===== config.mk =====
export PLATFORM = sky130hd
export DESIGN_NAME = rpj_div
export DESIGN_NICKNAME = d
export VERILOG_FILES = /design/src/rtl/rpj_pkg.sv /design/src/rtl/rpj_div.sv
export SDC_FILE = /design/constraint.sdc
export NUM_CORES = 2
export LEC_CHECK = 0
export ABC_AREA = 1
export BUFFER_PORTS_ARGS = -buffer_cell sky130_fd_sc_hd__buf_2
export CORE_UTILIZATION = 68
export DETAILED_ROUTE_END_ITERATION = 16
export PLACE_DENSITY = 0.92
export SETUP_SLACK_MARGIN = 0.05
export SLEW_MARGIN = 5
export SYNTH_ARGS = -nofsm -noshare
export SYNTH_HDL_FRONTEND = slang
export SYNTH_SLANG_ARGS = --single-unit

===== constraint.sdc =====
create_clock -name clk -period 3.39 [get_ports clk]
set_input_delay 0.339 -clock clk [delete_from_list [all_inputs] [get_ports clk]]
set_output_delay 0.339 -clock clk [all_outputs]
set_load 0.03 [all_outputs]

===== src/rtl/rpj_pkg.sv =====
// Shared constants, widths and register codes for the disparity reprojection block.
// No dependencies; every other file in rtl/ imports this package.
`timescale 1ns / 1ps
`default_nettype none

package rpj_pkg;

    localparam int COORD_BITS = 12;

    localparam int DISP_W = 16;
    localparam int CFG_W  = 16;
    localparam int Z_W    = 24;
    localparam int XY_W   = 32;

    // Magnitude of (pos*16 - center) and the dividend width of the three dividers.
    localparam int MAG_W  = (COORD_BITS + 4 > CFG_W) ? COORD_BITS + 4 : CFG_W;
    localparam int NUM_W  = MAG_W + 1;
    localparam int DVD_W  = MAG_W + Z_W;
    localparam int DVS_W  = CFG_W;
    localparam int ZT_W   = 2 * COORD_BITS + 1;
    localparam int TAG_W  = (ZT_W > Z_W + 3) ? ZT_W : Z_W + 3;

    // One whole pixel of disparity in Q.4.
    localparam logic signed [DISP_W-1:0] DISP_MIN_Q4 = 16'sd16;

    localparam int ADDR_W = 5;

    typedef enum logic [2:0] {
        REG_FOCAL_X   = 3'd0,
        REG_FOCAL_Y   = 3'd1,
        REG_CENTER_X  = 3'd2,
        REG_CENTER_Y  = 3'd3,
        REG_BASELINE  = 3'd4,
        REG_MAX_DEPTH = 3'd5
    } reg_idx_t;

    localparam logic [CFG_W-1:0] FOCAL_X_RST   = 16'd8000;
    localparam logic [CFG_W-1:0] FOCAL_Y_RST   = 16'd8000;
    localparam logic [CFG_W-1:0] CENTER_X_RST  = 16'd5120;
    localparam logic [CFG_W-1:0] CENTER_Y_RST  = 16'd3840;
    localparam logic [CFG_W-1:0] BASELINE_RST  = 16'd256;
    localparam logic [CFG_W-1:0] MAX_DEPTH_RST = 16'd3000;

endpackage

`default_nettype wire


===== src/rtl/rpj_div.sv =====
// Pipelined restoring divider, one quotient bit per register stage, with a side tag.
// Depends on rpj_pkg for the dividend, divisor and tag widths.
`timescale 1ns / 1ps
`default_nettype none

module rpj_div (
    input  wire logic                     clk,
    input  wire logic                     rst_n,
    input  wire logic                     en,
    input  wire logic                     in_vld,
    input  wire logic [rpj_pkg::DVD_W-1:0] dvd,
    input  wire logic [rpj_pkg::DVS_W-1:0] dvs,
    input  wire logic [rpj_pkg::TAG_W-1:0] tag_in,
    output logic                          out_vld,
    output logic [rpj_pkg::DVD_W-1:0]     quo,
    output logic [rpj_pkg::TAG_W-1:0]     tag_out
);
    import rpj_pkg::*;

    localparam int WW = DVS_W + DVD_W;

    logic [WW-1:0]    work_reg [0:DVD_W-1];
    logic [DVS_W-1:0] dvs_reg  [0:DVD_W-1];
    logic [TAG_W-1:0] tag_reg  [0:DVD_W-1];
    logic [DVD_W-1:0] vld_reg;

    // The partial remainder sits above the dividend; quotient bits fill in from the bottom.
    for (genvar i = 0; i < DVD_W; i++) begin : g_stage
        logic [WW-1:0]    cur;
        logic [DVS_W-1:0] cur_dvs;
        logic [TAG_W-1:0] cur_tag;
        logic             cur_vld;
        logic [DVS_W:0]   trial;
        logic [DVS_W:0]   diff;
        logic [WW-1:0]    work_next;

        if (i == 0) begin : g_first
            assign cur     = {{DVS_W{1'b0}}, dvd};
            assign cur_dvs = dvs;
            assign cur_tag = tag_in;
            assign cur_vld = in_vld;
        end
        else begin : g_rest
            assign cur     = work_reg[i-1];
            assign cur_dvs = dvs_reg[i-1];
            assign cur_tag = tag_reg[i-1];
            assign cur_vld = vld_reg[i-1];
        end

        always_comb
        begin
            trial = cur[WW-1:DVD_W-1];
            diff  = trial - {1'b0, cur_dvs};
            if (!diff[DVS_W])
            begin
                work_next = {diff[DVS_W-1:0], cur[DVD_W-2:0], 1'b1};
            end
            else
            begin
                work_next = {trial[DVS_W-1:0], cur[DVD_W-2:0], 1'b0};
            end
        end

        always_ff @(posedge clk or negedge rst_n)
        begin
            if (!rst_n)
            begin
                vld_reg[i] <= 1'b0;
            end
            else if (en)
            begin
                vld_reg[i] <= cur_vld;
            end
        end

        always_ff @(posedge clk)
        begin
            if (en)
            begin
                work_reg[i] <= work_next;
                dvs_reg[i]  <= cur_dvs;
                tag_reg[i]  <= cur_tag;
            end
        end
    end

    assign out_vld = vld_reg[DVD_W-1];
    assign quo     = work_reg[DVD_W-1][DVD_W-1:0];
    assign tag_out = tag_reg[DVD_W-1];

endmodule

`default_nettype wire


Word-level counts from Yosys, hierarchy flattened. Memory sizes are Yosys's and may differ from the RTL's. Index checks and enable logic that the tools add are counted.

Register bits after elaboration: 40. RAM bits: 3960. Bits of input ports: 87. Output and inout bits: 68. Word-level logic and storage cells: 125. Memories kept: 3.

Memory list: work_reg (words 40, bits a word 56, rd ports 40, clocked after Yosys merged registers in 0, wr ports 40, RTL line rpj_div.sv:22) `logic [WW-1:0] work_reg [0:DVD_W-1];`; tag_reg (words 40, bits a word 27, rd ports 40, clocked after Yosys merged registers in 0, wr ports 40, RTL line rpj_div.sv:24) `logic [TAG_W-1:0] tag_reg [0:DVD_W-1];`; dvs_reg (words 40, bits a word 16, rd ports 39, clocked after Yosys merged registers in 0, wr ports 40, RTL line rpj_div.sv:23) `logic [DVS_W-1:0] dvs_reg [0:DVD_W-1];`.

Add/sub/neg operators: 40. Muxes and demuxes: 42.

Operator list (number): 56-bit 2-to-1 mux (40); 17-bit by 16-bit subtractor with 17-bit output (39); 1-bit by 16-bit subtractor with 17-bit output (1); 1-bit 2-to-1 mux (2).

Longest topological paths before layout. An unclocked memory read counts as a cell.

Depth after elaboration: 3. Depth in mapped cells: 15. Gate-level depth less buffers: 14.

Worst setup path after synthesis. No wires, ideal clock.

Path type: register to register. From: mem dvs_reg[3][64] in the netlist's numbering. To: mem work_reg[29][45] in the netlist's numbering, data pin. Setup time: 0.252 ns. Arrival time: 1.848 ns. Required time: 3.138 ns. Slack: 1.290 ns. Cell stages (with the launch flop): 14. Path buffers: 1. Clock period less this slack: 2.100 ns. Path through: edfxtp_1 ha_1 fa_1 inv_1 nand2_1 nand2_1 nand3_1 nand2_2 nand2_2 nand2_2 nand2_4 buf_4 nand3_1 nand2_1.

RTL lines (RTL line): from (decl) (rpj_div.sv:23); to (decl) (rpj_div.sv:22).

==> results.ini <==
[cells_and_area]
syn2layout_area_growth_pct=10.8
final_nets=16300
largest_reg_flops=2224
post-route-util_pct=75.8
regArea_sq_um=119000
fin_area_sq_um=192000
fillers=15200
final_cell_count_no_fill=19200
multi_input_area_sq_um=43900
drive_above_1_share_pct=8.40

[setup_path]
arrival_ns=3.51
cp_data_required_time_ns=4.01
rrSetupSlack_ns=0.50
path_delay_family=simple AND/OR/NAND/NOR gates
crit_fanout=17
reg2regPathDepth=12
cpMaxStageDelayCell=edfxtp_1
cp_slowest_stage_delay_ns=0.46
cp_cell_sequence=ha_1, fa_1, inv_1, nand2_1, nand2_1, nand3_1, nand2_2, nand2_4, nand3_4, nand2_4, nand2_1, nand2_1
worst_setup_path_end_kind=register
crit_buf_inv=1
critPathKind=register to register
cp_common_cell=nand2_1
start_kind=register
cp.depth=12

[yosys]
syn_avg_cell_area_sq_um=11.6
yosysUniqueCellTypes=39
ys_seq_area_share_pct=68.6
ys_ff_latch=3968
syn_inst=14900
ys_async_sr_fraction_pct=1.01
ys.flop_type=edfxtp_1
synth-edff-count=3928
synth.most_common_cell=nand2_1
synth_warnings=0
synth_area_leader_cell=edfxtp_1
yosys-top-cells-count=nand2_1 (4619), edfxtp_1 (3928), inv_1 (2531)
yosys-top-cells-area=edfxtp_1 (68%), nand2_1 (10%), inv_1 (5.5%)
synthesis.area_sq_um=173000
synth_top_area_share_pct=68.0

[clock_network]
clk_pin_slew_ns=0.07
post_cts_buffers=0
cts_tree=built
cts_sinks=3968
post_cts_resized=0
ctsHoldBuffers=86
cts.path.max_buffers=4
clk_latency_ns=0.95
root_buffer=clkbuf_16
cts_htree_levels=5
cts_buffers=382

[timing]
period_needed_ns=2.89
slew_headroom_pct=23.1
hold_viol=0
period_share_pct=85.2
fin_skew_ns=0.0728
setup_viol=0
rsz0062_at_grt=false
drv_slew=0
worst_slack_ns=0.503
worst_slew_pin_slew_ns=1.14
finalSetupTns_ns=0
fmax_mhz=346
worst_hold_slack_ns=0.0990

[placed_design]
io_buffers=154
placed_area_sq_um=179000
place_ws_ns=0.771
place_inst=18500
place.gp.congestion=0.936
hpwlAfterDp_mm=240

[die]
die_h_um=507
initial_core_util_pct=68.4
die_w_um=507
dieArea_sq_um=257000
ios=155
core_area_sq_um=254000
rows=185

[detailed_routing]
wl_per_cell_um=19.6
drc_errors=2
routed_wirelength_mm=377
ant_nets=0
drt_iter0_markers=12000
dr.pass1.iters=14
vias=108000
viasPerCell=5.63

[global_routing]
grt_antenna_before_repair=14
grt_pass1_vias=107000
grtUsageMet3_pct=4.95
grtUsageTotal_pct=29.3
grt_overflow=0
grt_start_max_net_pins=149
grt_pass1_wl_mm=585
met1_usage_pct=36.3
top_usage_layer=met2
grtUsageMet2_pct=50.0

[min_path]
min_path_type=primary input to register
hold_depth=2

[flow_run]
max_cap_violations=0

[outcome]
status=complete, but fails checks
violations=design-rule violations

[power_and_ir_drop]
leakage_nw=85.6
total_power_mw=168
peakVddDrop_mv=0.632
power.density_nw_per_um2=874

-- placed cells by master (no fill, tap or decap), drive strengths merged --
cell type    count
nor4             1
diode            8
a31oi            7
dfrtp           40
nand2         4957
o21a             1
or2             53
edfxtp        3928
buf            287
and2           100
inv           2558
clkbuf         445
conb             7
xor2           176
bufinv          41
ha             625
nor3            54
nand4          102
nand3         1165
o21ai           22
nand3b          76
clkinvlp        24
fa              38
nor2           485
xnor2           90
dlygate4sd3     86
clkinv         164
a21oi          332
-- worst register-to-register path: stages (launching register included) --
cell and delay [ns]:
edfxtp_1 0.46, ha_1 0.26, fa_1 0.43, inv_1 0.16
nand2_1 0.13, nand2_1 0.17, nand3_1 0.14, nand2_2 0.16
nand2_4 0.08, nand3_4 0.18, nand2_4 0.18, nand2_1 0.13
nand2_1 0.10
-- final timing paths --
check,startpoint,to
max reg2reg,dvs_reg[2][0]$_DFFE_PP_,work_reg[17][41]$_DFFE_PP_
min reg2reg,tag_reg[0][40]$_DFFE_PP_,tag_reg[0][67]$_DFFE_PP_
min in group asynchronous,rst_n,g_stage[38].cur_vld$_DFFE_PN0P_
max,dvs_reg[2][0]$_DFFE_PP_,work_reg[17][41]$_DFFE_PP_
min,tag_in[9],tag_reg[0][9]$_DFFE_PP_
max in group asynchronous,rst_n,g_stage[6].cur_vld$_DFFE_PN0P_
-- where the power goes --
part | internal, mW | switching, mW | total (mW) | leakage, nW
combinational | 18.3 | 37.9 | 56.1 | 40.5
sequential | 63.8 | 5.17 | 68.9 | 39.0
clock | 24.2 | 18.7 | 42.8 | 6.03
total | 106 | 61.7 | 168 | 85.6
-- per-layer routing --
metal  up-vias  wire length, um  share of wire [%]
met5         -               38              0.010
met2      5618           186000                 49
met1     50600           141000                 37
met3      1557            28800                7.6
li1      50500                -                  -
met4         6            21700                5.8
-- layout make-up --
| class | instances | share of cell area [%] |
|---|---|---|
| sequential | 3968 | 61.9 |
| clock buffer | 445 | 5.14 |
| timing repair buffer | 373 | 1.66 |
| antenna | 8 | 0.0104 |
| inverter | 2541 | 4.96 |
| clock inverter | 246 | 1.33 |
| multi-input combinational | 8291 | 22.8 |
| tap | 3366 | 2.19 |
-- cell families (layout without fill, tap and decap cells) --
logic type / after synthesis / in the layout / share of synthesized area [%]
other: 1 / 15 / 0.00216
XOR/XNOR: 266 / 266 / 1.34
AO/OA/AOI/OAI: 362 / 362 / 1.16
flip-flops: 3968 / 3968 / 68.6
adder cells (fa/ha/maj): 663 / 663 / 4.95
AND/OR/NAND/NOR: 6993 / 6993 / 17.8
buffers and inverters: 2665 / 3605 / 6.12
No activity file was read; power rests on OpenSTA's default activity.
